[src/sv/opp_pkg.sv]
// ----------------------------------------------------------------------------
// Operator precedence parser package
// Shared widths, codes, configuration bundle and controller/datapath links.
// ----------------------------------------------------------------------------
package opp_pkg;

  localparam int SYM_W           = 8;
  localparam int ACT_W           = 3;
  localparam int DEPTH_W         = 5;
  localparam int COUNT_W         = 4;
  localparam int MAX_TERMINALS   = 8;
  localparam int TERM_IDX_W      = 3;
  localparam int REL_W           = 2;
  localparam int TABLE_W         = 2 * 64;
  localparam int CFG_ADDR_W      = 5;
  localparam int CFG_DATA_W      = 64;
  localparam int STACK_DEPTH_DEF = 16;

  localparam logic [SYM_W-1:0] END_MARK = 8'h24;

  localparam logic [COUNT_W-1:0]    TERM_COUNT_RST = 4'd1;
  localparam logic [CFG_DATA_W-1:0] TERM_CHARS_RST = 64'd36;

  typedef enum logic [REL_W-1:0] {
    REL_NONE    = 2'd0,
    REL_LESS    = 2'd1,
    REL_EQUAL   = 2'd2,
    REL_GREATER = 2'd3
  } rel_e;

  typedef enum logic [ACT_W-1:0] {
    ACT_SHIFT   = 3'd0,
    ACT_REDUCE  = 3'd1,
    ACT_ACCEPT  = 3'd2,
    ACT_REJECT  = 3'd3,
    ACT_IGNORED = 3'd4
  } action_e;

  typedef enum logic [1:0] {
    REG_TERM_COUNT = 2'd0,
    REG_TERM_CHARS = 2'd1,
    REG_REL_LOW    = 2'd2,
    REG_REL_HIGH   = 2'd3
  } reg_e;

  typedef enum logic [1:0] {
    ST_IDLE = 2'd0,
    ST_EVAL = 2'd1,
    ST_EXEC = 2'd2,
    ST_POP  = 2'd3
  } state_e;

  typedef struct packed {
    logic [COUNT_W-1:0]    terminal_count;
    logic [CFG_DATA_W-1:0] terminal_chars;
    logic [TABLE_W-1:0]    rel_table;
  } cfg_t;

  typedef struct packed {
    logic load_item;
    logic eval;
    logic commit;
    logic pop_emit;
  } cmd_t;

  typedef struct packed {
    logic slot_free;
    logic dec_reduce;
  } stat_t;

endpackage

[src/sv/opp_if.sv]
// ----------------------------------------------------------------------------
// Operator precedence parser channel interfaces
// Symbol channel into the parser and result channel out of it.
// ----------------------------------------------------------------------------
interface opp_sym_if;
  logic                      valid;
  logic                      ready;
  logic [opp_pkg::SYM_W-1:0] symbol;
  logic                      restart;

  modport source (output valid, output symbol, output restart, input ready);
  modport sink   (input valid, input symbol, input restart, output ready);
endinterface

interface opp_res_if;
  logic                        valid;
  logic                        ready;
  logic [opp_pkg::ACT_W-1:0]   action;
  logic [opp_pkg::SYM_W-1:0]   top_symbol;
  logic [opp_pkg::DEPTH_W-1:0] stack_depth;
  logic                        last;

  modport source (output valid, output action, output top_symbol, output stack_depth,
                  output last, input ready);
  modport sink   (input valid, input action, input top_symbol, input stack_depth,
                  input last, output ready);
endinterface

[src/sv/opp_regs.sv]
// ----------------------------------------------------------------------------
// Operator precedence parser configuration registers
// APB register file holding the terminal set and the relation table.
// ----------------------------------------------------------------------------
module opp_regs (
  input  logic                               clk_i,
  input  logic                               rst_ni,
  input  logic                               psel,
  input  logic                               penable,
  input  logic                               pwrite,
  input  logic [opp_pkg::CFG_ADDR_W-1:0]     paddr,
  input  logic [opp_pkg::CFG_DATA_W-1:0]     pwdata,
  output logic [opp_pkg::CFG_DATA_W-1:0]     prdata,
  output logic                               pready,
  output opp_pkg::cfg_t                      cfg_o
);
  import opp_pkg::*;

  logic                  wr_en;
  reg_e                  reg_sel;
  logic [COUNT_W-1:0]    term_count_q;
  logic [CFG_DATA_W-1:0] term_chars_q;
  logic [CFG_DATA_W-1:0] rel_low_q;
  logic [CFG_DATA_W-1:0] rel_high_q;

  // Decode the register slot from the 8-byte aligned address
  assign wr_en   = psel & penable & pwrite;
  assign reg_sel = reg_e'(paddr[4:3]);
  assign pready  = 1'b1;

  // Store writes
  always_ff @(posedge clk_i or negedge rst_ni) begin
    if (!rst_ni) begin
      term_count_q <= TERM_COUNT_RST;
      term_chars_q <= TERM_CHARS_RST;
      rel_low_q    <= '0;
      rel_high_q   <= '0;
    end else if (wr_en) begin
      unique case (reg_sel)
        REG_TERM_COUNT: term_count_q <= pwdata[COUNT_W-1:0];
        REG_TERM_CHARS: term_chars_q <= pwdata;
        REG_REL_LOW:    rel_low_q    <= pwdata;
        REG_REL_HIGH:   rel_high_q   <= pwdata;
        default:        term_count_q <= term_count_q;
      endcase
    end
  end

  // Return the selected register
  always_comb begin
    unique case (reg_sel)
      REG_TERM_COUNT: prdata = {{(CFG_DATA_W-COUNT_W){1'b0}}, term_count_q};
      REG_TERM_CHARS: prdata = term_chars_q;
      REG_REL_LOW:    prdata = rel_low_q;
      REG_REL_HIGH:   prdata = rel_high_q;
      default:        prdata = '0;
    endcase
  end

  assign cfg_o.terminal_count = term_count_q;
  assign cfg_o.terminal_chars = term_chars_q;
  assign cfg_o.rel_table      = {rel_high_q, rel_low_q};

endmodule

[src/sv/opp_ctrl.sv]
// ----------------------------------------------------------------------------
// Operator precedence parser controller
// Sequences take, evaluate, execute and pop steps for each symbol.
// ----------------------------------------------------------------------------
module opp_ctrl (
  input  logic            clk_i,
  input  logic            rst_ni,
  input  logic            in_valid_i,
  output logic            in_ready_o,
  input  opp_pkg::stat_t  stat_i,
  output opp_pkg::cmd_t   cmd_o
);
  import opp_pkg::*;

  state_e state_q, state_d;

  // State register
  always_ff @(posedge clk_i or negedge rst_ni) begin
    if (!rst_ni) begin
      state_q <= ST_IDLE;
    end else begin
      state_q <= state_d;
    end
  end

  // Next state
  always_comb begin
    state_d = state_q;
    unique case (state_q)
      ST_IDLE: begin
        if (in_valid_i) state_d = ST_EVAL;
      end
      ST_EVAL: state_d = ST_EXEC;
      ST_EXEC: begin
        if (stat_i.dec_reduce) state_d = ST_POP;
        else if (stat_i.slot_free) state_d = ST_IDLE;
      end
      ST_POP: begin
        if (stat_i.slot_free) state_d = ST_EVAL;
      end
      default: state_d = ST_IDLE;
    endcase
  end

  // Commands to the datapath
  always_comb begin
    in_ready_o = 1'b0;
    cmd_o      = '0;
    unique case (state_q)
      ST_IDLE: begin
        in_ready_o      = 1'b1;
        cmd_o.load_item = in_valid_i;
      end
      ST_EVAL: cmd_o.eval = 1'b1;
      ST_EXEC: cmd_o.commit = stat_i.dec_reduce | stat_i.slot_free;
      ST_POP:  cmd_o.pop_emit = stat_i.slot_free;
      default: in_ready_o = 1'b0;
    endcase
  end

endmodule

[src/sv/opp_dpath.sv]
// ----------------------------------------------------------------------------
// Operator precedence parser datapath
// Symbol stack, terminal lookup, relation decision and result register.
// ----------------------------------------------------------------------------
module opp_dpath #(
  parameter int STACK_DEPTH = opp_pkg::STACK_DEPTH_DEF
) (
  input  logic                         clk_i,
  input  logic                         rst_ni,
  input  opp_pkg::cfg_t                cfg_i,
  input  opp_pkg::cmd_t                cmd_i,
  output opp_pkg::stat_t               stat_o,
  input  logic [opp_pkg::SYM_W-1:0]    symbol_i,
  input  logic                         restart_i,
  input  logic                         out_ready_i,
  output logic                         out_valid_o,
  output logic [opp_pkg::ACT_W-1:0]    action_o,
  output logic [opp_pkg::SYM_W-1:0]    top_symbol_o,
  output logic [opp_pkg::DEPTH_W-1:0]  stack_depth_o,
  output logic                         last_o
);
  import opp_pkg::*;

  localparam int IDX_W = $clog2(STACK_DEPTH + 1);
  localparam logic [IDX_W-1:0] IDX_FULL = IDX_W'(STACK_DEPTH);

  typedef struct packed {
    logic                  hit;
    logic [TERM_IDX_W-1:0] idx;
  } term_hit_t;

  // Highest-indexed terminal among the first count entries that equals c
  function automatic term_hit_t find_term(input logic [SYM_W-1:0]      c,
                                          input logic [CFG_DATA_W-1:0] chars,
                                          input logic [COUNT_W-1:0]    count);
    term_hit_t res;
    res = '0;
    for (int k = 0; k < MAX_TERMINALS; k++) begin
      if ((COUNT_W'(k) < count) && (chars[SYM_W*k +: SYM_W] == c)) begin
        res.hit = 1'b1;
        res.idx = TERM_IDX_W'(k);
      end
    end
    return res;
  endfunction

  logic [SYM_W-1:0]  mem [STACK_DEPTH:0];
  logic [SYM_W-1:0]  rd_q;
  logic [SYM_W-1:0]  sym_q;
  logic [SYM_W-1:0]  top_q, top_d;
  logic [IDX_W-1:0]  idx_q, idx_d;
  logic [IDX_W-1:0]  idx_inc;
  logic              finished_q, finished_d;
  action_e           dec_q, dec_d;

  logic              out_valid_q, out_valid_d;
  action_e           out_act_q, out_act_d;
  logic [SYM_W-1:0]  out_top_q, out_top_d;
  logic [IDX_W-1:0]  out_idx_q, out_idx_d;
  logic              out_last_q, out_last_d;
  logic [IDX_W+DEPTH_W-1:0] depth_ext;

  term_hit_t         row_hit, col_hit;
  rel_e              rel;
  logic              mem_we;
  logic              emit;
  logic [SYM_W-1:0]  popped;

  assign idx_inc = idx_q + 1'b1;
  assign popped  = (idx_q == '0) ? END_MARK : rd_q;

  // Look up the relation between stack top and input symbol
  assign row_hit = find_term(top_q, cfg_i.terminal_chars, cfg_i.terminal_count);
  assign col_hit = find_term(sym_q, cfg_i.terminal_chars, cfg_i.terminal_count);
  assign rel     = rel_e'(cfg_i.rel_table[{row_hit.idx, col_hit.idx, 1'b0} +: REL_W]);

  // Decide the next action
  always_comb begin
    if (finished_q) begin
      dec_d = ACT_IGNORED;
    end else if ((top_q == END_MARK) && (sym_q == END_MARK)) begin
      dec_d = ACT_ACCEPT;
    end else if (!row_hit.hit || !col_hit.hit || (rel == REL_NONE)) begin
      dec_d = ACT_REJECT;
    end else if (rel == REL_GREATER) begin
      dec_d = (idx_q == '0) ? ACT_REJECT : ACT_REDUCE;
    end else begin
      dec_d = (idx_q == IDX_FULL) ? ACT_REJECT : ACT_SHIFT;
    end
  end

  // Apply the decision to the stack and stage the result
  always_comb begin
    top_d      = top_q;
    idx_d      = idx_q;
    finished_d = finished_q;
    mem_we     = 1'b0;
    emit       = 1'b0;
    out_act_d  = dec_q;
    out_top_d  = top_q;
    out_idx_d  = idx_q;
    out_last_d = 1'b1;
    if (cmd_i.load_item && restart_i) begin
      top_d      = END_MARK;
      idx_d      = '0;
      finished_d = 1'b0;
    end
    if (cmd_i.commit) begin
      case (dec_q)
        ACT_SHIFT: begin
          mem_we    = 1'b1;
          idx_d     = idx_inc;
          top_d     = sym_q;
          emit      = 1'b1;
          out_top_d = sym_q;
          out_idx_d = idx_inc;
        end
        ACT_REDUCE: idx_d = idx_q - 1'b1;
        ACT_ACCEPT, ACT_REJECT: begin
          finished_d = 1'b1;
          emit       = 1'b1;
        end
        default: emit = 1'b1;
      endcase
    end
    if (cmd_i.pop_emit) begin
      top_d      = popped;
      emit       = 1'b1;
      out_act_d  = ACT_REDUCE;
      out_top_d  = popped;
      out_last_d = 1'b0;
    end
  end

  assign out_valid_d = emit | (out_valid_q & ~out_ready_i);

  // Control state
  always_ff @(posedge clk_i or negedge rst_ni) begin
    if (!rst_ni) begin
      top_q       <= END_MARK;
      idx_q       <= '0;
      finished_q  <= 1'b0;
      dec_q       <= ACT_IGNORED;
      out_valid_q <= 1'b0;
    end else begin
      top_q       <= top_d;
      idx_q       <= idx_d;
      finished_q  <= finished_d;
      out_valid_q <= out_valid_d;
      if (cmd_i.eval) dec_q <= dec_d;
    end
  end

  // Payload registers
  always_ff @(posedge clk_i) begin
    if (cmd_i.load_item) sym_q <= symbol_i;
    if (emit) begin
      out_act_q  <= out_act_d;
      out_top_q  <= out_top_d;
      out_idx_q  <= out_idx_d;
      out_last_q <= out_last_d;
    end
  end

  // Stack memory: push on shift, read the entry under the next top index
  always_ff @(posedge clk_i) begin
    if (mem_we) mem[idx_inc] <= sym_q;
    rd_q <= mem[idx_d];
  end

  assign depth_ext = {{DEPTH_W{1'b0}}, out_idx_q};

  assign stat_o.slot_free  = ~out_valid_q | out_ready_i;
  assign stat_o.dec_reduce = (dec_q == ACT_REDUCE);

  assign out_valid_o   = out_valid_q;
  assign action_o      = out_act_q;
  assign top_symbol_o  = out_top_q;
  assign stack_depth_o = depth_ext[DEPTH_W-1:0];
  assign last_o        = out_last_q;

endmodule

[src/sv/operator_precedence_parser_unit.sv]
// ----------------------------------------------------------------------------
// Operator precedence parser unit
// Shift/reduce recognizer over a configured table of precedence relations.
//
//   channel | direction | handshake          | payload
//   sym_i   | in        | valid/ready        | symbol[7:0], restart
//   res_o   | out       | valid/ready        | action[2:0], top_symbol[7:0],
//           |           |                    | stack_depth[4:0], last
//   apb     | in        | psel/penable/pready| paddr[4:0], pwdata/prdata[63:0]
//
// A symbol is taken, evaluated and executed for its final result; each reduce
// adds a pop and another evaluation and execution, looping around the single
// stack read port. The next symbol is taken while a result is still held.
// A stalled result channel holds the controller in execute or pop.
// Reset leaves the end marker on top with an empty stack; no clearing pass.
// ----------------------------------------------------------------------------
module operator_precedence_parser_unit #(
  parameter int STACK_DEPTH = opp_pkg::STACK_DEPTH_DEF
) (
  input  logic                            clk_i,
  input  logic                            rst_ni,
  opp_sym_if.sink                         sym_i,
  opp_res_if.source                       res_o,
  input  logic                            psel,
  input  logic                            penable,
  input  logic                            pwrite,
  input  logic [opp_pkg::CFG_ADDR_W-1:0]  paddr,
  input  logic [opp_pkg::CFG_DATA_W-1:0]  pwdata,
  output logic [opp_pkg::CFG_DATA_W-1:0]  prdata,
  output logic                            pready
);
  import opp_pkg::*;

  cfg_t  cfg;
  cmd_t  cmd;
  stat_t stat;
  logic  sym_ready;

  assign sym_i.ready = sym_ready;

  opp_regs u_regs (
    .clk_i   (clk_i),
    .rst_ni  (rst_ni),
    .psel    (psel),
    .penable (penable),
    .pwrite  (pwrite),
    .paddr   (paddr),
    .pwdata  (pwdata),
    .prdata  (prdata),
    .pready  (pready),
    .cfg_o   (cfg)
  );

  opp_ctrl u_ctrl (
    .clk_i      (clk_i),
    .rst_ni     (rst_ni),
    .in_valid_i (sym_i.valid),
    .in_ready_o (sym_ready),
    .stat_i     (stat),
    .cmd_o      (cmd)
  );

  opp_dpath #(
    .STACK_DEPTH (STACK_DEPTH)
  ) u_dpath (
    .clk_i         (clk_i),
    .rst_ni        (rst_ni),
    .cfg_i         (cfg),
    .cmd_i         (cmd),
    .stat_o        (stat),
    .symbol_i      (sym_i.symbol),
    .restart_i     (sym_i.restart),
    .out_ready_i   (res_o.ready),
    .out_valid_o   (res_o.valid),
    .action_o      (res_o.action),
    .top_symbol_o  (res_o.top_symbol),
    .stack_depth_o (res_o.stack_depth),
    .last_o        (res_o.last)
  );

  // Only reduce results leave the transaction open
  a_reduce_not_last : assert property (@(posedge clk_i) disable iff (!rst_ni)
    (res_o.valid && (res_o.action == ACT_REDUCE)) |-> !res_o.last)
    else $error("reduce result marked last");

  a_final_is_last : assert property (@(posedge clk_i) disable iff (!rst_ni)
    (res_o.valid && (res_o.action != ACT_REDUCE)) |-> res_o.last)
    else $error("final result not marked last");

  // A taken symbol is evaluated in the following cycle
  a_load_then_eval : assert property (@(posedge clk_i) disable iff (!rst_ni)
    cmd.load_item |=> cmd.eval)
    else $error("symbol taken without evaluation");

  // A final action frees the input side
  a_final_then_ready : assert property (@(posedge clk_i) disable iff (!rst_ni)
    (cmd.commit && !stat.dec_reduce) |=> sym_ready)
    else $error("input not ready after final action");

endmodule
[src/flat_wrapper.sv]
// flat-port wrapper written by rule: the top's interface ports become plain ports
module operator_precedence_parser_unit_flat import opp_pkg::*;
#(
  parameter int STACK_DEPTH = opp_pkg::STACK_DEPTH_DEF
)
  (clk_i, rst_ni, psel, penable, pwrite, paddr, pwdata, prdata, pready, sym_i_valid, sym_i_symbol, sym_i_restart, sym_i_ready, res_o_valid, res_o_action, res_o_top_symbol, res_o_stack_depth, res_o_last, res_o_ready);
  opp_sym_if sym_i_i ();
  opp_res_if res_o_i ();
  input  logic clk_i;
  input  logic rst_ni;
  input  logic psel;
  input  logic penable;
  input  logic pwrite;
  input  logic [opp_pkg::CFG_ADDR_W-1:0] paddr;
  input  logic [opp_pkg::CFG_DATA_W-1:0] pwdata;
  output logic [opp_pkg::CFG_DATA_W-1:0] prdata;
  output logic pready;
  input wire logic [$bits(sym_i_i.valid)-1:0] sym_i_valid;
  input wire logic [$bits(sym_i_i.symbol)-1:0] sym_i_symbol;
  input wire logic [$bits(sym_i_i.restart)-1:0] sym_i_restart;
  output wire logic [$bits(sym_i_i.ready)-1:0] sym_i_ready;
  output wire logic [$bits(res_o_i.valid)-1:0] res_o_valid;
  output wire logic [$bits(res_o_i.action)-1:0] res_o_action;
  output wire logic [$bits(res_o_i.top_symbol)-1:0] res_o_top_symbol;
  output wire logic [$bits(res_o_i.stack_depth)-1:0] res_o_stack_depth;
  output wire logic [$bits(res_o_i.last)-1:0] res_o_last;
  input wire logic [$bits(res_o_i.ready)-1:0] res_o_ready;
  assign sym_i_i.valid = sym_i_valid;
  assign sym_i_i.symbol = sym_i_symbol;
  assign sym_i_i.restart = sym_i_restart;
  assign sym_i_ready = sym_i_i.ready;
  assign res_o_valid = res_o_i.valid;
  assign res_o_action = res_o_i.action;
  assign res_o_top_symbol = res_o_i.top_symbol;
  assign res_o_stack_depth = res_o_i.stack_depth;
  assign res_o_last = res_o_i.last;
  assign res_o_i.ready = res_o_ready;
  operator_precedence_parser_unit #(.STACK_DEPTH(STACK_DEPTH)) u_core (.clk_i(clk_i), .rst_ni(rst_ni), .sym_i(sym_i_i), .res_o(res_o_i), .psel(psel), .penable(penable), .pwrite(pwrite), .paddr(paddr), .pwdata(pwdata), .prdata(prdata), .pready(pready));
endmodule
[config.mk]
export PLATFORM = sky130hd
export DESIGN_NAME = operator_precedence_parser_unit_flat
export DESIGN_NICKNAME = d
export VERILOG_FILES = /design/src/sv/opp_pkg.sv /design/src/sv/opp_if.sv /design/src/sv/opp_regs.sv /design/src/sv/opp_ctrl.sv /design/src/sv/opp_dpath.sv /design/src/sv/operator_precedence_parser_unit.sv /design/src/flat_wrapper.sv
export SDC_FILE = /design/constraint.sdc
export NUM_CORES = 1
export LEC_CHECK = 0
export BUFFER_PORTS_ARGS = -buffer_cell sky130_fd_sc_hd__buf_2
export CORE_ASPECT_RATIO = 1.2
export CORE_MARGIN = 4
export CORE_UTILIZATION = 44
export DETAILED_ROUTE_END_ITERATION = 7
export GPL_TIMING_DRIVEN = 0
export SLEW_MARGIN = 0
export SYNTH_ARGS = -nofsm -noshare
export SYNTH_HDL_FRONTEND = slang
export SYNTH_SLANG_ARGS = --single-unit
[constraint.sdc]
create_clock -name clk_i -period 4.3 [get_ports clk_i]
set_input_delay 0 -clock clk_i [delete_from_list [all_inputs] [get_ports clk_i]]
set_output_delay 0 -clock clk_i [all_outputs]
set_load 0.1 [all_outputs]
### Word level (Yosys, flattened, before mapping)

Memories as Yosys holds them, arrays and structs flattened. A register that Yosys moved wholly into a read port is not among the register bits.
Index checks and enable logic that the tools add are counted.

* memories kept: 1
* logic and storage cells: 157
* bits in writable memories: 136
* flip-flop bits (word level): 241
* bits of input ports: 85
* output and inout port bits: 84

* multiplexer cells: 57
* $lt $le $gt $ge: 8
* shifts and indexed selects: 1
* equal/unequal tests: 32
* bitwise operators: 8
* $add $sub $neg: 2
* reduce and logical (&&, ||, !) cells: 33

Memory list
* u_core.u_dpath.mem: depth 17, width 8, rd ports 1, clocked after Yosys merged registers in 1, wr ports 1, line opp_dpath.sv:47 `logic [SYM_W-1:0] mem [STACK_DEPTH:0];`

Operator list (count)
* case mux 64 bit (4 select lines): 1
* equality test 8 bit: 16
* variable part select 128 x 8 -> 2 bit: 1
* two-way mux 4 bit: 16
* two-way mux 8 bit: 8
* two-way mux 5 bit: 4
* logical AND 1 bit: 18
* two-way mux 2 bit: 9
* equality test 8 x 6 -> 1 bit (second input constant): 2
* < comparator 3 x 4 -> 1 bit (first input constant): 4
* two-way mux 1 bit: 16
* equality test 2 bit (second input constant): 5
* case mux 5 bit (2 select lines): 1
* < comparator 1 x 4 -> 1 bit (first input constant): 2
* < comparator 2 x 4 -> 1 bit (first input constant): 2
* case mux 2 bit (4 select lines): 1
* AND reduction 2 bit: 4
* equality test 3 x 2 -> 1 bit (second input constant): 2
* logical NOT 2 bit: 3
* adder 5 x 1 -> 5 bit (second input constant): 1
* equality test 5 bit (second input constant): 1
* logical NOT 5 bit: 1
* subtractor 5 x 1 -> 5 bit (second input constant): 1
* equality test 2 x 1 -> 1 bit (second input constant): 2
* other kinds (12): 20

### Longest topological paths before layout

Gate-level depths: netlist (run 1).

* depth in word-level cells: 16
* gate-level depth with buffers: 16
* depth with buffers taken out: 13

### Hierarchy

Synthesis (run 1) repeated with hierarchy kept, for this count alone.

* cells, all modules: 1664
* area total of the unflattened synthesis: 20138.1 um^2

By module, submodules not included
* opp_dpath: area each 10943.0 um^2, instances 1, cells each 1076, seq. area each 5449.0 um^2
* opp_regs: area each 8978.6 um^2, instances 1, cells each 566, seq. area each 4908.5 um^2
* opp_ctrl: area each 216.5 um^2, instances 1, cells each 22, seq. area each 50.0 um^2

### Least setup slack after synthesis (run 1)

No wires, ideal clock.

* kind: reg2reg
* start point: reg u_core.u_dpath.sym_q[7]
* end point: reg u_core.u_dpath.dec_q[0]
* buffers on the path: 1
* arrival time: 3324 ps
* data required time: 4173 ps
* library setup time: 127 ps
* cell stages (with the launch flop): 15
* setup slack: 848 ps
* period minus slack after synthesis: 3452 ps
* cells stage by stage: edfxtp_1 > buf_6 > xnor2_2 > nand3_1 > or4_4 > a211o_2 > nand2_4 > mux2_1 > a221o_1 > a31oi_1 > a22o_1 > nor3_1 > xnor2_1 > o2111ai_1 > o21ai_1

* cells in the longest elaborated chain, start to end: 16
* elaborated cells between the ends (all ways): 36
* classes of those cells: eq/ne: 10; shift: 1; mux: 12; reduce/logical: 13

RTL lines
* start: declaration: line opp_dpath.sv:49 `logic [SYM_W-1:0] sym_q;`
* start signal: assignment: line opp_dpath.sv:156 `if (cmd_i.load_item) sym_q <= symbol_i;`
* branches (longest 14 deep; another with variable part select 128 x 8 -> 2 bit)
* two-way mux 2 bit *: line opp_dpath.sv:81 `end else if ((top_q == END_MARK) && (sym_q == END_MARK)) begin`
* two-way mux 3 bit *: line opp_dpath.sv:79 `if (finished_q) begin`
* end signal: assignment: line opp_dpath.sv:143 `dec_q <= ACT_IGNORED;`
* end signal: assignment: line opp_dpath.sv:150 `if (cmd_i.eval) dec_q <= dec_d;`
* end: declaration: line opp_dpath.sv:54 `action_e dec_q, dec_d;`

Every way passes the cells marked *.
A chain may end at the register's enable or synchronous reset.

### Worst setup path in the final report (run 1)

* start point: reg u_core.u_dpath.sym_q[4]
* end point: reg u_core.u_dpath.dec_q[0]

The elaborated chain is that of the path after synthesis.

==> metrics.txt, run 1 <==
run status complete, no violations; final layout net count 2043; RR Startpoint u_core.u_dpath.sym_q[4]$_DFFE_PP_; Worst Max-Slew Pin Slew 1176 ps; Worst-path clk slew 60 ps; Syn Std Cell Area between 0.015 and 0.02 mm^2; Chip Height about 240 um; relative slew slack between 20% and 30%; TritonRoute pass-1 iters 6; Critical Path Source u_core.u_dpath.sym_q[4]$_DFFE_PP_; async set or reset register ratio after synthesis around 56%; r2r setup slk approximately 90 ps; clk_lat worst skew just under 600 ps; flops & latches, synth about 390; Final setup viols 0; CP Data Required Time 4750 ps; Crit Path Max Fanout 10; Final Cell Area around 0.024 mm^2; row cnt between 80 and 90; Syn Area/Cell 12.11 um^2; dpl cell area approximately 0.021 mm^2; Top FF cell, synth dfrtp_1; H-tree Lvls 2; shortest period the worst path allows between 4000 and 5000 ps; DP HPWL approximately 49 mm; Synth Instances roughly 1600; Register Area about 0.010 mm^2; WL final approximately 71 mm; Max Freq approximately 0.24 GHz; Synth cell types a little under 80; fillers between 3000 and 4000; Lkg Pwr 9.901 nW; Setup Crit Path Kind register to register; Worst setup SP type register; IO Pins 169; Area Overhead vs Synth 22.47%; Hold Worst Slack 128.2 ps; Critical Path AT ~4700 ps; GR Util All Layers 28.51%; CP Capture Type register; Gate power share roughly 38%; number of synthesized flops with an enable pin between 150 and 200; max-slew violation count 0; pre-CTS setup slack -832.3 ps; DRC 0; global-route wire length before repair slightly above 100 mm; die area slightly below 0.05 mm^2; sequential-to-total area share from yosys stat between 50% and 60%; Starting Density between 40% and 50%; fraction of layout cells with a size suffix above 1 31.67%; CTS root buffer clkbuf_16; Final Hold Vio Count 0; vias in the first global route approximately 15000; most frequent cells in the layout mux2_2, dfrtp_1, buf_2; Hold Crit Class primary input to register; most common cell after layout, fill and taps aside mux2_2; Clock Path Buffers 3; core area about 0.044 mm^2; Routability Congestion about 0.99; largest net degree at the start of global routing a little under 90; max_cap viols 0; Chip Width between 200 and 250 um; Final ANT Viol Nets 0; via count 15120; clock skew between 20 and 25 ps; initial DRC count approximately 1200; P_int 0.008952 W; Sw Share about two fifths; R2R depth 16; worst setup margin 91.22 ps; clock sink count a little under 400; total gr overflow 0; WL/cell 27.86 um; number of CTS-inserted buffers 42; Net Sw Power ~0.0061 W; DR vias/cell 5.951; Ys Warns 0; TritonCTS clock tree yes; Multi-input gate area around 0.009 mm^2; Port Buffer Count roughly 160; pwr/cell area just over 600 mW/mm^2; Syn Nets around 1700; fin crit share between 90 and 100%; Critical Path Sink u_core.u_dpath.dec_q[0]$_DFFE_PN0N_; Reg power frac between 30% and 40%; clock power share 27.3%; Worst VDD drop around 0.00055 V; antenna violations before repair 0; r2r endpoint u_core.u_dpath.dec_q[0]$_DFFE_PN0N_
-- metal layers --
metal	track usage [%]	routed length, um
met3	5.504	4574
met4	13.37	3672
met1	33.13	26530
met5	0	0
met2	51.03	35980
-- worst max-delay path, stage by stage (launching register included) --
cell       delay [ps]
edfxtp_1          500
buf_6             240
xnor2_1           200
nand4_1           110
or3_1             500
o211a_4           350
o21ai_4           230
buf_6             240
mux2i_1           220
mux2i_1           160
a22o_1            270
o31ai_4           300
nor3_2             90
buf_4             160
xnor2_1           140
o2111ai_1         250
o21ai_1           110
-- cell usage after synthesis (23+ instances only) --
cell type,instances,area (um^2)
nand2_1,156,585.6
dfrtp_1,210,5255
and2_1,29,181.4
o21ai_0,32,160.2
and2_0,23,143.9
nand3_1,47,235.2
a211oi_1,34,255.2
nor2_1,61,229.0
clkbuf_1,62,232.7
a22o_1,62,543.0
xor2_1,76,665.6
mux2_2,264,2973
edfxtp_1,161,4835
xnor2_1,57,499.2
-- power by group through the flow --
stage               sequential (W)  combinational [W]  clock [W]
finish                     0.00527            0.00566    0.00410
global route               0.00532            0.00598    0.00431
CTS                        0.00521            0.00565    0.00415
detailed placement         0.00534            0.00543          0
global placement           0.00532            0.00535          0
floorplan                  0.00549            0.00366          0
-- flip-flops by register name, indices dropped and copies added, names as in the netlist --
register and cells:
u_core.u_dpath.sym_q 8, u_core.u_dpath.mem 136, u_core.u_regs.term_count_q 4, u_core.u_regs.rel_high_q 64
u_core.u_dpath.top_q 8, u_core.u_dpath.last_o 1, u_core.u_dpath.top_symbol_o 8, u_core.u_dpath.stack_depth_o 5
u_core.u_dpath.idx_q 5, u_core.u_regs.term_chars_q 64, u_core.u_ctrl.state_q 2, u_core.u_dpath.out_valid_o 1
u_core.u_dpath.finished_q 1, u_core.u_dpath.rd_q 8, u_core.u_dpath.dec_q 3, u_core.u_dpath.action_o 3
u_core.u_regs.rel_low_q 64
-- cells by family after synthesis --
family / after synthesis / share of synthesized area (%)
DFF: 385 / 52.69
and+or+nand+nor: 415 / 10.33
buffers and inverters: 122 / 2.952
adders and majority gates: 11 / 0.6968
AOI/OAI and AO/OA: 269 / 10.43
xor gates and xnor gates: 135 / 6.062
muxes: 293 / 16.82
other: 1 / 0.01898
-- through the flow --
step	cells	total power [W]	utilization, %	TNS, ps
finish	2540	0.01503	54.80	0
detailed placement	2357	0.01077	48.36	-1544
CTS	2530	0.01500	54.30	0
global route	2539	0.01562	54.80	-17.61
floorplan	1631	0.009151	-	0
global placement	2354	0.01066	48.19	-123710
-- what timing repair did --
| action | 4_1_cts | 5_1_grt |
|---|---|---|
| hold endpoints to repair | 336 | 0 |
| hold buffers | 79 | 0 |
| pin swaps | 3 | 13 |
| endpoints found under the setup margin | 2 | 4 |
| buffers inserted | 17 | 12 |
| resized for setup | 18 | 28 |
-- worst min path at each step --
stage | to | cells past startpoint | from | slack, ps
after floorplan | u_core.u_ctrl.state_q[0]$_DFFE_PN0P_ | 0 | rst_ni | -300
after detailed placement | u_core.u_regs.rel_low_q[1]$_DFFE_PN0P_ | 1 | rst_ni | -20
final | u_core.u_dpath.sym_q[3]$_DFFE_PP_ | 2 | sym_i_symbol[3] | 130
after global routing | u_core.u_dpath.sym_q[4]$_DFFE_PP_ | 2 | sym_i_symbol[4] | 130
after global placement | u_core.u_dpath.sym_q[4]$_DFFE_PP_ | 1 | sym_i_symbol[4] | 180
after CTS | u_core.u_dpath.sym_q[4]$_DFFE_PP_ | 2 | sym_i_symbol[4] | 100
-- cell type report --
class / instances / area share [%]
tap: 559 / 2.891
antenna: 1 / 0.01034
clock inverter: 24 / 1.645
clock buffer: 53 / 4.846
buffer: 102 / 2.188
sequential: 385 / 43.02
timing repair buffer: 275 / 8.104
multi-input combinational: 1124 / 37.03
inverter: 17 / 0.2638
(Power assumes the default switching activity.)
==> run 2, diff against run 1 <==
Settings changed: CELL_PAD_IN_SITES_DETAIL_PLACEMENT set to 0, CELL_PAD_IN_SITES_GLOBAL_PLACEMENT set to 1, CORE_UTILIZATION 44 to 32, PLACE_DENSITY_LB_ADDON set to 0.1.
==> run 2 against run 1 <==
Net effect: fmax is 1.3% lower; worst setup slack worse by 56 ps; design area is 1.5% higher; routed wire length is 13% higher; non-clock buffer count is 1 higher; sequential power hardly changed; first-iteration DRC count is 24% lower; register-to-register slack worse by 60 ps; power is 1.3% higher; sequential share of layout area is 0.64 points lower; clock power hardly changed; die area is 36% higher.
==> metrics.txt, run 2 (same netlist as run 1, synthesis figures left out) <==
Worst setup SP type register; Worst VDD drop 0.0003161 V; Routability Congestion 0.9963; R2R depth 16; Final setup viols 0; TritonCTS clock tree yes; shortest period the worst path allows between 4000 and 5000 ps; Area Overhead vs Synth 24.32%; CP Capture Type register; Worst-path clk slew around 60 ps; Chip Height 280.2 um; Final Cell Area around 0.025 mm^2; max reg flops 136; CTS root buffer clkbuf_16; Lkg Pwr between 9 and 10 nW; most frequent cells in the layout mux2_2, dfrtp_1, buf_2; Hold Crit Class primary input to register; clock sink count just under 400; dpl cell area around 0.022 mm^2; DR vias/cell 5.299; via count roughly 15000; Hold Worst Slack around 130 ps; WL/cell approximately 29 um; pwr/cell area between 600 and 700 mW/mm^2; final layout net count just over 2000; initial DRC count 910; Crit Path Max Fanout 10; worst hold path depth 2; DP HPWL 56.57 mm; antenna violations before repair 4; number of CTS-inserted buffers 45; H-tree Lvls 2; Final ANT Viol Nets 0; fraction of layout cells with a size suffix above 1 31.96%; relative slew slack a little over an eighth; total gr overflow 0; global-route wire length before repair between 100 and 150 mm; vias in the first global route 15710; Port Buffer Count around 160; die area approximately 0.066 mm^2; post-route insts no fill between 2000 and 3000; run status complete, no violations; WL final ~80 mm; Cells after DPL 2606; Worst Max-Slew Pin Slew 1297 ps; largest net degree at the start of global routing approximately 100; TritonRoute pass-1 iters 5; Clock Path Buffers 3; clock skew 15.10 ps; RSZ-0062 raised after global routing yes; Final Hold Vio Count 0; Final Util about 40%; clk_lat worst skew between 500 and 600 ps; core area roughly 0.061 mm^2; fin crit share about 100%; Starting Density ~32%; DRC 0; row cnt 99; Setup Crit Path Kind register to register; GR Util All Layers roughly a quarter; most flop-heavy register u_core.u_dpath.mem; Critical Path AT roughly 4700 ps; IO Pins 169; setup TNS 0 ps; max_cap viols 0; CP Data Required Time 4750 ps; Chip Width roughly 230 um; most common cell after layout, fill and taps aside mux2_2; max-slew violation count 0; Max Freq approximately 0.23 GHz
-- run 2: cell count changes in the layout (fill, tap and decap cells not counted), moves of 3 or more --
cell,previous run,this run
buf_2,179,176
clkbuf_1,62,67
clkbuf_16,42,48
buf_6,14,10
o21ai_2,0,4
clkinv_2,4,7
bufinv_16,10,6
-- run 2: area by class of cell --
| class | instances | area, um^2 |
|---|---|---|
| clock inverters | 21 | 269.0 |
| repair buffers | 275 | 1964 |
| clock buffers | 62 | 1292 |
| diodes | 3 | 7.507 |
| multi-input cells | 1124 | 8987 |
| inverters | 17 | 63.81 |
| flip-flops and latches | 385 | 10410 |
| fillers | 5939 | 36390 |
| well taps | 808 | 1011 |
| plain buffers | 103 | 554.3 |
-- run 2: per-layer routing --
layer	wire, um	part of all wire [%]	global-route usage (%)
met5	13	0.016	0
met4	3953	4.9	10.15
met3	3350	4.2	3.991
met2	41650	52	43.96
met1	31290	39	27.51
-- run 2: power breakdown --
| group | internal, W | switching, W | leakage [nW] |
|---|---|---|---|
| clock network | 0.00247 | 0.00162 | 0.767 |
| logic | 0.00188 | 0.00402 | 4.97 |
| registers | 0.00457 | 0.000679 | 4.17 |
| total | 0.00891 | 0.00631 | 9.91 |
-- run 2: stage by stage --
stage,setup slack [ps],power (W)
6_report,35.58,0.01523
2_1_floorplan,848.1,0.009151
5_1_grt,-35.22,0.01591
3_5_place_dp,-1103,0.01100
3_3_place_gp,-1104,0.01093
4_1_cts,-82.24,0.01532
-- run 2: final timing paths --
kind / slack (ps) / start / to
min in group asynchronous: 490 / rst_ni / u_core.u_regs.term_count_q[0]$_DFFE_PN1P_
max in group asynchronous: 2560 / rst_ni / u_core.u_regs.term_chars_q[19]$_DFFE_PN0P_
worst min-delay path: 130 / sym_i_symbol[1] / u_core.u_dpath.sym_q[1]$_DFFE_PP_
worst max register to register: 40 / u_core.u_dpath.sym_q[0]$_DFFE_PP_ / u_core.u_dpath.dec_q[0]$_DFFE_PN0N_
worst max-delay path: 40 / u_core.u_dpath.sym_q[0]$_DFFE_PP_ / u_core.u_dpath.dec_q[0]$_DFFE_PN0N_
worst min register to register: 460 / u_core.u_dpath.mem[16][3]$_DFFE_PP_ / u_core.u_dpath.rd_q[3]$_DFF_P_
-- run 2: timing repair --
action | in CTS | in global routing
hold buffers | 79 | 0
endpoints found under the hold margin | 320 | 0
gates cloned | 0 | 1
endpoints found under the setup margin | 8 | 9
pin swaps | 6 | 12
gates resized for setup | 26 | 32
buffers inserted | 21 | 7
-- run 2: critical path, stage by stage, from the launching register on --
cell	delay (ps)
edfxtp_1	520
buf_8	240
xor2_1	170
nor4_1	300
nand4_1	240
buf_4	210
a21boi_4	170
a21boi_4	310
buf_12	190
mux2_2	350
o211ai_1	430
nand4_1	240
o31ai_4	180
nor3_4	100
xnor2_1	160
o2111ai_1	220
o21ai_1	100
